File: src/design/slkt_pkg.sv
package slkt_pkg;

  // Fixed field widths
  localparam int ACTION_W = 3;
  localparam int KEY_W    = 32;
  localparam int ID_W     = 31;
  localparam int IDX_W    = 7;
  localparam int POS_W    = 8;
  localparam int STATUS_W = 3;

  // Default number of entries in one leaf
  localparam int DEF_CAPACITY = 128;

  typedef enum logic [ACTION_W-1:0] {
    ACT_INSERT   = 3'd0,
    ACT_LOCATE   = 3'd1,
    ACT_READ     = 3'd2,
    ACT_SET_NEXT = 3'd3,
    ACT_GET_NEXT = 3'd4
  } action_t;

  typedef enum logic [STATUS_W-1:0] {
    ST_OK        = 3'd0,
    ST_GREATER   = 3'd1,
    ST_PAST_END  = 3'd2,
    ST_FULL      = 3'd3,
    ST_BAD_INDEX = 3'd4
  } status_t;

  typedef enum logic {
    S_IDLE,
    S_EXEC
  } state_t;

  // One stored entry
  typedef struct packed {
    logic signed [KEY_W-1:0] key;
    logic [ID_W-1:0]         page;
    logic [ID_W-1:0]         slot;
  } entry_t;

  // Input beat
  typedef struct packed {
    action_t                 action;
    logic signed [KEY_W-1:0] search_key;
    logic [ID_W-1:0]         record_page;
    logic [ID_W-1:0]         record_slot;
    logic [IDX_W-1:0]        entry_index;
    logic [ID_W-1:0]         sibling_page;
  } item_t;

  // Result beat
  typedef struct packed {
    status_t                 status;
    logic [POS_W-1:0]        position;
    logic signed [KEY_W-1:0] key_out;
    logic [ID_W-1:0]         page_out;
    logic [ID_W-1:0]         slot_out;
    logic [POS_W-1:0]        entry_count;
  } result_t;

  // Control broadcast to every cell
  typedef struct packed {
    logic                    cmp_en;
    logic                    ins_en;
    logic signed [KEY_W-1:0] cmp_key;
    logic [IDX_W-1:0]        cmp_idx;
    entry_t                  new_entry;
  } cell_ctrl_t;

endpackage

File: src/design/slkt_cell.sv
module slkt_cell #(
  parameter int CAPACITY = slkt_pkg::DEF_CAPACITY,
  parameter int INDEX    = 0
) (
  input  logic                                   clk,
  input  slkt_pkg::cell_ctrl_t                   ctrl,
  input  logic [$clog2(CAPACITY+1)-1:0]          count,
  input  slkt_pkg::entry_t                       left_entry,
  input  logic                                   left_lt,
  output slkt_pkg::entry_t                       entry_o,
  output logic                                   lt_o,
  output logic                                   eq_o,
  output logic                                   bnd_o,
  output slkt_pkg::entry_t                       rd_o
);
  import slkt_pkg::*;

  localparam int CW = $clog2(CAPACITY+1);

  entry_t entry_r;
  logic   lt_r;
  logic   eq_r;
  logic   hit_r;
  logic   used;

  assign used = CW'(INDEX) < count;

  // Compare flags, captured when a beat is accepted
  always_ff @(posedge clk) begin
    if (ctrl.cmp_en) begin
      lt_r  <= used && (entry_r.key < ctrl.cmp_key);
      eq_r  <= used && (entry_r.key == ctrl.cmp_key);
      hit_r <= used && (32'(ctrl.cmp_idx) == INDEX);
    end
  end

  // Insert: cells at or past the slot take the new entry or the left one
  always_ff @(posedge clk) begin
    if (ctrl.ins_en && !lt_r && (CW'(INDEX) <= count)) begin
      entry_r <= left_lt ? ctrl.new_entry : left_entry;
    end
  end

  assign entry_o = entry_r;
  assign lt_o    = lt_r;
  assign eq_o    = eq_r;
  // first used cell not below the key
  assign bnd_o   = left_lt && !lt_r && used;
  assign rd_o    = hit_r ? entry_r : '0;

endmodule

File: config.mk
export PLATFORM = sky130hd
export DESIGN_NAME = slkt_cell
export DESIGN_NICKNAME = d
export VERILOG_FILES = /design/src/design/slkt_pkg.sv /design/src/design/slkt_cell.sv
export SDC_FILE = /design/constraint.sdc
export NUM_CORES = 1
export LEC_CHECK = 0
export BUFFER_PORTS_ARGS = -buffer_cell sky130_fd_sc_hd__buf_2
export CORE_AREA = 2 2 165 167
export CTS_CLUSTER_DIAMETER = 50
export CTS_CLUSTER_SIZE = 16
export DETAILED_ROUTE_END_ITERATION = 6
export DIE_AREA = 0 0 167 169
export PLACE_DENSITY = 0.57
export SKIP_LAST_GASP = 1
export SLEW_MARGIN = 10
export SYNTH_ARGS = -nofsm -noshare
export SYNTH_HDL_FRONTEND = slang
export SYNTH_SLANG_ARGS = --single-unit
File: constraint.sdc
create_clock -name clk -period 6.07 [get_ports clk]
set_clock_uncertainty 0.2 [all_clocks]
set_input_delay 0.9105 -clock clk [delete_from_list [all_inputs] [get_ports clk]]
set_output_delay 0.9105 -clock clk [all_outputs]
set_load 0.03 [all_outputs]
# Yosys cells after proc, flatten, opt, wreduce, memory -nomap -nowiden

Index checks and enable logic that the tools add are counted.

Register bits after elaboration: 97
Bits in latches: 0
Bits in writable memories: 0
Memory bits (read-only): 0
Input bits: 239
Output and inout bits: 191
Word-level logic and storage cells: 21
Memories kept: 0

Add/sub/neg operators: 0
$mul: 0
Divide/modulo/power cells: 0
Magnitude comparators: 3
Eq/ne operators: 1
Shift operators: 0
Muxes and demuxes: 2
Bitwise operators: 0
Reduce and logical (&&, ||, !) cells: 9

Operator list:

| kind                                                                         | number |
|---|---|
| 94-bit 2-to-1 mux                                                            | 2 |
| 32-bit == test                                                               | 1 |
| 32-bit less-than comparator                                                  | 1 |
| 1-bit by 8-bit <= comparator with 1-bit output (first input constant)        | 1 |
| 1-bit by 8-bit less-than comparator with 1-bit output (first input constant) | 1 |
| 1-bit logical AND                                                            | 7 |
| 7-bit logical NOT                                                            | 1 |
| 1-bit logical NOT                                                            | 1 |

# Longest topological paths before layout

Gate-level depths: netlist (run 1).

Depth in word-level cells: 3
Depth in mapped cells: 7
Depth with buffers taken out: 7

# Worst setup path before layout (run 1)

Ideal clock, no wire load.

Kind: input -> register
From: in ctrl[133] (netlist bit)
To: reg entry_r (netlist bit entry_o[0]) (enable)
Setup time: 0.557 ns
Arrival: 5.006 ns
Slack: 0.307 ns
Stages on the path: 1
Buffers on the path: 0
Cells stage by stage: nor2b_1

Longest elaborated chain between the ends: 2

Ends and longest elaborated chain:

| element                        | RTL line        | text |
|---|---|---|
| start, declared                | slkt_cell.sv:6  | `input slkt_pkg::cell_ctrl_t ctrl,` |
| 1-bit logical AND (2 in a row) | slkt_cell.sv:39 | `if (ctrl.ins_en && !lt_r && (CW'(INDEX) <= count)) begin` |
| end signal, assigned           | slkt_cell.sv:40 | `entry_r <= left_lt ? ctrl.new_entry : left_entry;` |
| end, declared                  | slkt_cell.sv:20 | `entry_t entry_r;` |

Every way passes these cells.
A chain may end at the register's enable or synchronous reset.

# Worst setup path after layout (run 1)

From: in count[2]
To: out bnd_o

Longest elaborated chain between the ends: 2

Ends and longest elaborated chain:

| element                                               | RTL line        | text |
|---|---|---|
| start, declared                                       | slkt_cell.sv:7  | `input logic [$clog2(CAPACITY+1)-1:0] count,` |
| 1-bit by 8-bit less-than comparator with 1-bit output | slkt_cell.sv:26 | `assign used = CW'(INDEX) < count;` |
| 1-bit logical AND                                     | slkt_cell.sv:48 | `assign bnd_o = left_lt && !lt_r && used;` |
| end, declared                                         | slkt_cell.sv:13 | `output logic bnd_o,` |

Every way passes these cells.

==> flow_summary.ini, run 1 <==
[floorplan]
die-height_um = 169
start_util_pct = 20.9
io_pins = 430
design.die.area_mm2 = 0.0282
die-width_um = 167
std_cell_rows = 60
core_mm2 = 0.0265

[clock_network]
ctsHoldBuffers = 0
numCtsBuffers = 9
clk_transition_reported_paths_ns = 0.07
post_cts.resized_instances = 0
postCtsSetupBuffers = 0
cts-htree-levels = 3
worst_skew_pair.late_latency_ns = 0.34
numClockSinks = 97
clockRootBuffer = sky130_fd_sc_hd__clkbuf_16
tritoncts = built
cts_max_path_buffers = 2

[cells_and_area]
nNetsFinal = 1130
antenna_cells = 0
drive_gt1_share_pct = 63.5
fill_cells = 2747
area.growth.synth_to_final_pct = 52.0
multiInputGateArea_mm2 = 0.00242
post-route-cell-area_mm2 = 0.00842
area_taken_by_flip_flops_and_latches_mm2 = 0.00291

[global_route]
grt_first_pass_wirelength_um = 27700
antenna_found_initial = 1
via_count_of_the_first_global_routing_pass = 4723
pin_count_of_the_biggest_net_entering_global_routing = 58
global_router_s_overall_resource_usage_pct = 13.0
globalRoute.totalOverflow = 0

[placed_design]
place.gp.congestion = 0.751
dp.final_hpwl_um = 15700
postPlaceCellArea_mm2 = 0.00807
portBuffers = 429

[yosys]
yosys.area.top_type_share_pct = 52.6
synth-warning-count = 0
post-synth-top-count-cell = sky130_fd_sc_hd__edfxtp_1
synth-seq-area-share_pct = 52.6
synth.distinct_cells = 28
synth-main-ff-cell = sky130_fd_sc_hd__edfxtp_1
mappedNetlistNets = 705
synthesized_area_mm2 = 0.00554
synth.cells.most_frequent = sky130_fd_sc_hd__edfxtp_1, sky130_fd_sc_hd__mux2_2, sky130_fd_sc_hd__and2_1
yosys-top-cells-area = sky130_fd_sc_hd__edfxtp_1, sky130_fd_sc_hd__mux2_2, sky130_fd_sc_hd__and2_1, sky130_fd_sc_hd__ha_1, sky130_fd_sc_hd__inv_1
synth-edff-count = 97
synth_async_sr_flop_share_pct = 0
avgSynthCellArea_um2 = 12.8
post-synth-top-area-cell = sky130_fd_sc_hd__edfxtp_1
syn-instance-count = 434
synth_seq_cells = 97

[setup_path]
timing.setup.critical_path_class = in2out
chain_of_cells_forming_the_critical_path = buf_2, or4_4, nor2_4, nor3b_1, buf_2
crit_fanout = 5
worst_setup_path_end_kind = output port
ff2ff_path_depth = 6
worst-endpoint-arrival_ns = 2.12
slowest_delay_ns = 0.54
cp_slowest_cell = sky130_fd_sc_hd__or4_4
timing.critical_path.mode_cell = sky130_fd_sc_hd__buf_2
critical_path.startpoint_type = primary input
cp_data_required_time_ns = 4.96

[sta]
hold_viol_final = 0
finalSetupViolCount = 0
finalCriticalPeriod_ns = 3.23
setup_tns_ns = 0
clock.fmax_mhz = 310
slew_headroom_pct = 47.6
rsz0062_at_grt = false
slew_violations = 0
post-route-period-util_pct = 53.2
worstMarginPinSlew_ns = 0.786

[flow_run]
cap_violations = 0

[status]
outcome = finished, final reports clean

[routing]
viasPerCell = 4.00
final_antenna_net_count = 0
drt_iter0_drc = 143
routed_wire_length_per_instance_um = 16.1
detailroute.via_count = 4818
post-route-drc-count = 0
drt-total-wl_um = 19400
number_of_detailed_routing_iterations_run_before_antenna_repair = 4

[pwr]
ir_drop_v = 0.000146
finalPower_w = 0.00198
leakagePower_nw = 4.03
cellPowerDensity_mw_per_mm2 = 235

[hold_path]
hold_path_class = in2reg
hold_depth = 1
[placed cells by master (no fill, tap or decap), drive strengths merged]
cell type / synthesis / final
nor3b: 1 / 1
nor4: 3 / 3
a21o: 1 / 1
or4: 2 / 2
buf: 10 / 434
clkinv: 0 / 3
nor3: 1 / 1
bufinv: 0 / 2
and4: 2 / 2
o31a: 1 / 1
inv: 33 / 34
a21oi: 14 / 14
a211oi: 2 / 2
clkbuf: 11 / 10
o21ai: 7 / 7
nor2: 5 / 5
and2: 94 / 94
a31oi: 1 / 1
mux2: 95 / 95
edfxtp: 97 / 97
nand4: 4 / 4
ha: 32 / 32
nor4bb: 1 / 1
nand2: 11 / 11
nor2b: 3 / 3
nand2b: 2 / 2
nor4b: 1 / 1
[report_power, final]
part | internal (W) | total [W] | switching [W]
Clock | 0.000363 | 0.000637 | 0.000275
Combinational | 0.000199 | 0.000508 | 0.000309
Sequential | 0.000801 | 0.000836 | 0.0000350
[layout make-up]
cell class | count | area share, %
clock buffer | 9 | 2.68
clock inverter | 6 | 1.10
multi-input combinational | 283 | 28.8
inverter | 33 | 1.47
sequential | 97 | 34.6
timing repair buffer | 435 | 26.3
tap | 341 | 5.07
[path summary, 6_finish.rpt]
path,from,endpoint,slack [ns]
max,count[2],bnd_o,2.84
min,ctrl[134],hit_r,0.64
max reg2reg,entry_o[85],lt_o,3.34
min reg2reg,entry_o[93],lt_o,0.80
[through the flow]
stage | worst slack, ns | hold slack, ns | util [%] | instances
floorplan | 0.307 | 0.821 | - | 434
global placement | 2.81 | 0.798 | 30.5 | 1188
detailed placement | 2.76 | 0.789 | 30.5 | 1188
CTS | 2.45 | 0.631 | 31.7 | 1203
global route | 2.78 | 0.629 | 31.8 | 1204
finish | 2.84 | 0.639 | 31.8 | 1204
[flip-flops by register name (all words and copies together), names as in the netlist]
signal   flops
eq_o         1
entry_o     94
hit_r        1
lt_o         1
[layer usage]
metal | up-vias | track usage (%) | part of all wire, %
li1 | 2390 | - | -
met1 | 2201 | 16.1 | 43
met2 | 215 | 22.8 | 50
met3 | 10 | 3.02 | 6.5
met4 | 2 | 3.15 | 0.81
met5 | - | 0 | 0.067
[cells by family after synthesis]
| kind of cell | count (synthesis) | share of synthesized area (%) |
|---|---|---|
| compound gates | 26 | 2.58 |
| fa+ha+maj | 32 | 7.23 |
| buf+inv | 54 | 3.80 |
| flops | 97 | 52.6 |
| mux | 95 | 19.3 |
| simple gates | 130 | 14.5 |
[critical path, delay by kind of cell]
family	cells	cell delay (ns)
buf+inv	2	0.28
simple gates	3	0.91
No activity file was read; power rests on OpenSTA's default activity.
==> run 2, diff against run 1 <==
==> constraint.sdc (replaced) <==
create_clock -name clk -period 2.6 [get_ports clk]
set_clock_uncertainty 0.2 [all_clocks]
set_input_delay 0.39 -clock clk [delete_from_list [all_inputs] [get_ports clk]]
set_output_delay 0.39 -clock clk [all_outputs]
set_load 0.03 [all_outputs]
==> flow_summary.ini, run 2 (synthesized netlist as in run 1, its figures left out) <==
[global_route]
via_count_of_the_first_global_routing_pass = 4903
grt_first_pass_wirelength_um = 27100
global_router_s_overall_resource_usage_pct = 12.6
antenna_found_initial = 0
globalRoute.totalOverflow = 0
pin_count_of_the_biggest_net_entering_global_routing = 95

[routing]
detailroute.via_count = 4886
post-route-drc-count = 0
routed_wire_length_per_instance_um = 15.6
viasPerCell = 4.03
drt-total-wl_um = 18800
final_antenna_net_count = 0
drt_iter0_drc = 157
number_of_detailed_routing_iterations_run_before_antenna_repair = 4

[cells_and_area]
fill_cells = 2763
leading_cell_type_in_the_layout_fill_and_taps_excluded = sky130_fd_sc_hd__buf_2
layout_common_cells = sky130_fd_sc_hd__buf_2, sky130_fd_sc_hd__edfxtp_1, sky130_fd_sc_hd__mux2_2
largest_reg_flops = 94
drive_gt1_share_pct = 64.3
antenna_cells = 0
area_taken_by_flip_flops_and_latches_mm2 = 0.00291
nNetsFinal = 1137
area.growth.synth_to_final_pct = 53.7
multiInputGateArea_mm2 = 0.00247

[flow_run]
cap_violations = 0

[pwr]
ir_drop_v = 0.000228
cellPowerDensity_mw_per_mm2 = 532
leakagePower_nw = 4.07

[floorplan]
start_util_pct = 20.9
io_pins = 430
design.die.area_mm2 = 0.0282
core_mm2 = 0.0265
die-height_um = 169
die-width_um = 167
std_cell_rows = 60

[sta]
worstMarginPinSlew_ns = 0.533
hold_slack_ns = 0.101
slew_violations = 0
post-route-period-util_pct = 94.9
hold_viol_final = 0
finalSetupViolCount = 0
clock.fmax_mhz = 405
finalCriticalPeriod_ns = 2.47
slew_headroom_pct = 64.5
worst_slack_ns = 0.133

[setup_path]
cp_slowest_cell = sky130_fd_sc_hd__edfxtp_1
setup.reg_to_reg.worst_slack_ns = 0.13
slowest_delay_ns = 0.46
endpoint = lt_o
chain_of_cells_forming_the_critical_path = ha_4, nand4_1, nor4bb_4, buf_4, nor2_1, a31oi_1, mux2_2
worst_setup_sp = entry_o[89]
timing.setup.critical_path_class = reg2reg
cp_data_required_time_ns = 2.50
worst-endpoint-arrival_ns = 2.36
ff2ff_path_depth = 7
critical_path.startpoint_type = register
cpLargestDelayFamily = simple AND/OR/NAND/NOR gates
cp.depth = 7
worst_setup_path_end_kind = register
critical_path.reg2reg.startpoint = entry_o[89]
worst_r2r_endpoint = lt_o
crit_fanout = 3
critical_path_buf_inv_count = 1

[clock_network]
clk_transition_reported_paths_ns = 0.08
worst_skew_pair.late_latency_ns = 0.35
cts_max_path_buffers = 2
clockRootBuffer = sky130_fd_sc_hd__clkbuf_16
ctsHoldBuffers = 0
cts-htree-levels = 3
tritoncts = built
numCtsBuffers = 9
numClockSinks = 97

[hold_path]
hold_path_class = in2reg

[placed_design]
pre_cts_slack_ns = 0.00763
portBuffers = 429
dp.final_hpwl_um = 15000
place.gp.congestion = 0.761

[status]
outcome = finished, final reports clean
## run 2: area by class of cell
type	count	share of cell area [%]
multi-input combinational	283	29.0
timing repair buffer	442	26.8
tap	341	5.01
clock buffer	10	2.69
sequential	97	34.2
clock inverter	5	0.750
inverter	33	1.46
## run 2: timing repair
item | in CTS | in global routing
resized for setup | 0 | 5
setup endpoints to repair | 0 | 1
buffers inserted | 0 | 3
## run 2: where the power goes
part | switching, W | total (W) | internal, W
Sequential | 0.0000742 | 0.00194 | 0.00187
Clock | 0.000620 | 0.00137 | 0.000751
Combinational | 0.000733 | 0.00121 | 0.000482
## run 2: through the flow
stage,utilization (%),total power [W],instance area [µm²],TNS (ns),std cells
finish,32.1,0.00453,8510,0,1211
global route,32.1,0.00475,8510,-0.0230,1211
CTS,31.9,0.00461,8440,0,1208
detailed placement,30.7,0.00319,8150,0,1193
global placement,30.7,0.00319,8150,0,1193
floorplan,-,0.00271,5550,-3.64,434
## run 2: how the worst min path moves through the flow
stage                          from  endpoint  slack, ns  cells after the start
after floorplan           ctrl[134]      eq_o       0.30                      0
after global placement    ctrl[134]     hit_r       0.47                      1
after detailed placement  ctrl[134]     hit_r       0.47                      1
after CTS                 ctrl[134]      eq_o       0.09                      1
after global routing      ctrl[134]      eq_o       0.09                      1
final                     ctrl[134]      eq_o       0.10                      1
## run 2: per-layer routing
metal / vias up / track usage, % / wire length (µm) / part of all wire (%)
met2: 242 / 22.5 / 9670 / 51
met1: 2215 / 15.0 / 7630 / 40
met4: 0 / 3.94 / 266 / 1.4
li1: 2412 / - / - / -
met5: - / 0 / 0 / 0
met3: 17 / 2.76 / 1270 / 6.7
==> run 3, diff against run 2 <==
--- a/config.mk
+++ b/config.mk
@@ -11,7 +11,7 @@
 export CTS_CLUSTER_SIZE = 16
 export DETAILED_ROUTE_END_ITERATION = 6
 export DIE_AREA = 0 0 167 169
-export PLACE_DENSITY = 0.57
+export PLACE_DENSITY = 0.58
 export SKIP_LAST_GASP = 1
 export SLEW_MARGIN = 10
 export SYNTH_ARGS = -nofsm -noshare
==> flow_summary.ini, run 3 (synthesized netlist as in run 1, its figures left out) <==
[sta]
hold_viol_final = 0
slew_headroom_pct = 64.2
rsz0062_at_grt = false
slew_violations = 0
clock.fmax_mhz = 409
finalCriticalPeriod_ns = 2.44
worstMarginPinSlew_ns = 0.538
post-route-period-util_pct = 94.0
setup_tns_ns = 0
finalSetupViolCount = 0

[cells_and_area]
layout_common_cells = sky130_fd_sc_hd__buf_2, sky130_fd_sc_hd__edfxtp_1, sky130_fd_sc_hd__mux2_2
largest_reg_flops = 94
finalCoreUtilization_pct = 32.1
drive_gt1_share_pct = 64.3
nNetsFinal = 1137
post-route-cell-area_mm2 = 0.00852
leading_cell_type_in_the_layout_fill_and_taps_excluded = sky130_fd_sc_hd__buf_2
area.growth.synth_to_final_pct = 53.8
antenna_cells = 0

[routing]
final_antenna_net_count = 0
number_of_detailed_routing_iterations_run_before_antenna_repair = 4
detailroute.via_count = 4902
drt_iter0_drc = 175
viasPerCell = 4.04
drt-total-wl_um = 19200
post-route-drc-count = 0
routed_wire_length_per_instance_um = 15.9

[placed_design]
postPlaceCellArea_mm2 = 0.00815
dp.final_hpwl_um = 15100
place.gp.congestion = 0.789
portBuffers = 429

[floorplan]
design.die.area_mm2 = 0.0282
die-width_um = 167
io_pins = 430
core_mm2 = 0.0265
start_util_pct = 20.9
std_cell_rows = 60
die-height_um = 169

[setup_path]
slowest_delay_ns = 0.43
worst-endpoint-arrival_ns = 2.33
cp_data_required_time_ns = 2.49
cp_slowest_cell = sky130_fd_sc_hd__edfxtp_1
worst_setup_path_end_kind = register
critical_path.startpoint_type = register
crit_fanout = 3
setup.reg_to_reg.worst_slack_ns = 0.16
timing.setup.critical_path_class = reg2reg
chain_of_cells_forming_the_critical_path = ha_1, nand4_1, nor4_2, buf_4, o21ai_1, a31oi_1, mux2_2

[clock_network]
clockRootBuffer = sky130_fd_sc_hd__clkbuf_16
numCtsBuffers = 9
clk_transition_reported_paths_ns = 0.07
numClockSinks = 97
cts_max_path_buffers = 2
worst_skew_pair.late_latency_ns = 0.35
tritoncts = built
ctsHoldBuffers = 0
cts-htree-levels = 3

[flow_run]
cap_violations = 0

[pwr]
cellPowerDensity_mw_per_mm2 = 538
ir_drop_v = 0.000269
leakagePower_nw = 4.06

[global_route]
globalRoute.totalOverflow = 0
via_count_of_the_first_global_routing_pass = 4775
pin_count_of_the_biggest_net_entering_global_routing = 95
antenna_found_initial = 0
global_router_s_overall_resource_usage_pct = 12.8
grt_first_pass_wirelength_um = 27300

[status]
outcome = finished, final reports clean

[hold_path]
hold_path_class = in2reg
[run 3: cell types whose count changed in the layout (fill, tap and decap cells not counted), sizes merged]
cell and change:
clkinv +1, clkinvlp +1, inv -1
[run 3: layout make-up]
cell class	instances	area, µm²
clock buffers	10	229
inverters	33	124
repair buffers	442	2280
multi-input cells	283	2460
flip-flops and latches	97	2910
fillers	2732	18000
well taps	341	427
clock inverters	6	78.8
[run 3: worst max-delay path: cells and delay by family (launching register included)]
family          cells  cell delay, ns
fa+ha+maj           1            0.34
flops               1            0.43
mux                 1            0.35
simple gates        2            0.48
compound gates      2            0.25
buf+inv             1            0.15
[run 3: routing by layer]
| metal | track usage (%) | vias up | share of wire, % |
|---|---|---|---|
| met5 | 0 | - | 0 |
| met4 | 3.07 | 0 | 1.0 |
| met3 | 3.16 | 8 | 6.6 |
| met2 | 22.5 | 227 | 51 |
| met1 | 15.7 | 2257 | 41 |
| li1 | - | 2410 | - |
[run 3: report_power, final]
group | total, W | internal [W] | switching (W)
Clock | 0.00142 | 0.000762 | 0.000653
Sequential | 0.00194 | 0.00187 | 0.0000752
Combinational | 0.00122 | 0.000478 | 0.000739
Total | 0.00458 | 0.00311 | 0.00147
[run 3: per-stage QoR]
stage               hold slack [ns]  power (W)  std cells  setup slack, ns
floorplan                     0.302    0.00271        434          -0.0388
finish                        0.116    0.00458       1212            0.157
detailed placement            0.483    0.00320       1193           0.0756
global placement              0.476    0.00319       1193           0.0508
CTS                           0.108    0.00466       1209            0.109
global route                  0.111    0.00481       1212          0.00276
[run 3: worst paths after layout]
check | from | end | cells past startpoint
min reg2reg | lt_o | entry_o[82] | 2
min | ctrl[134] | eq_o | 1
max | entry_o[73] | lt_o | 7
max reg2reg | entry_o[73] | lt_o | 7
[run 3: what timing repair did]
action                     4_1_cts  5_1_grt
resized for setup                0        4
buffers inserted                 0        3
setup endpoints to repair        0        1
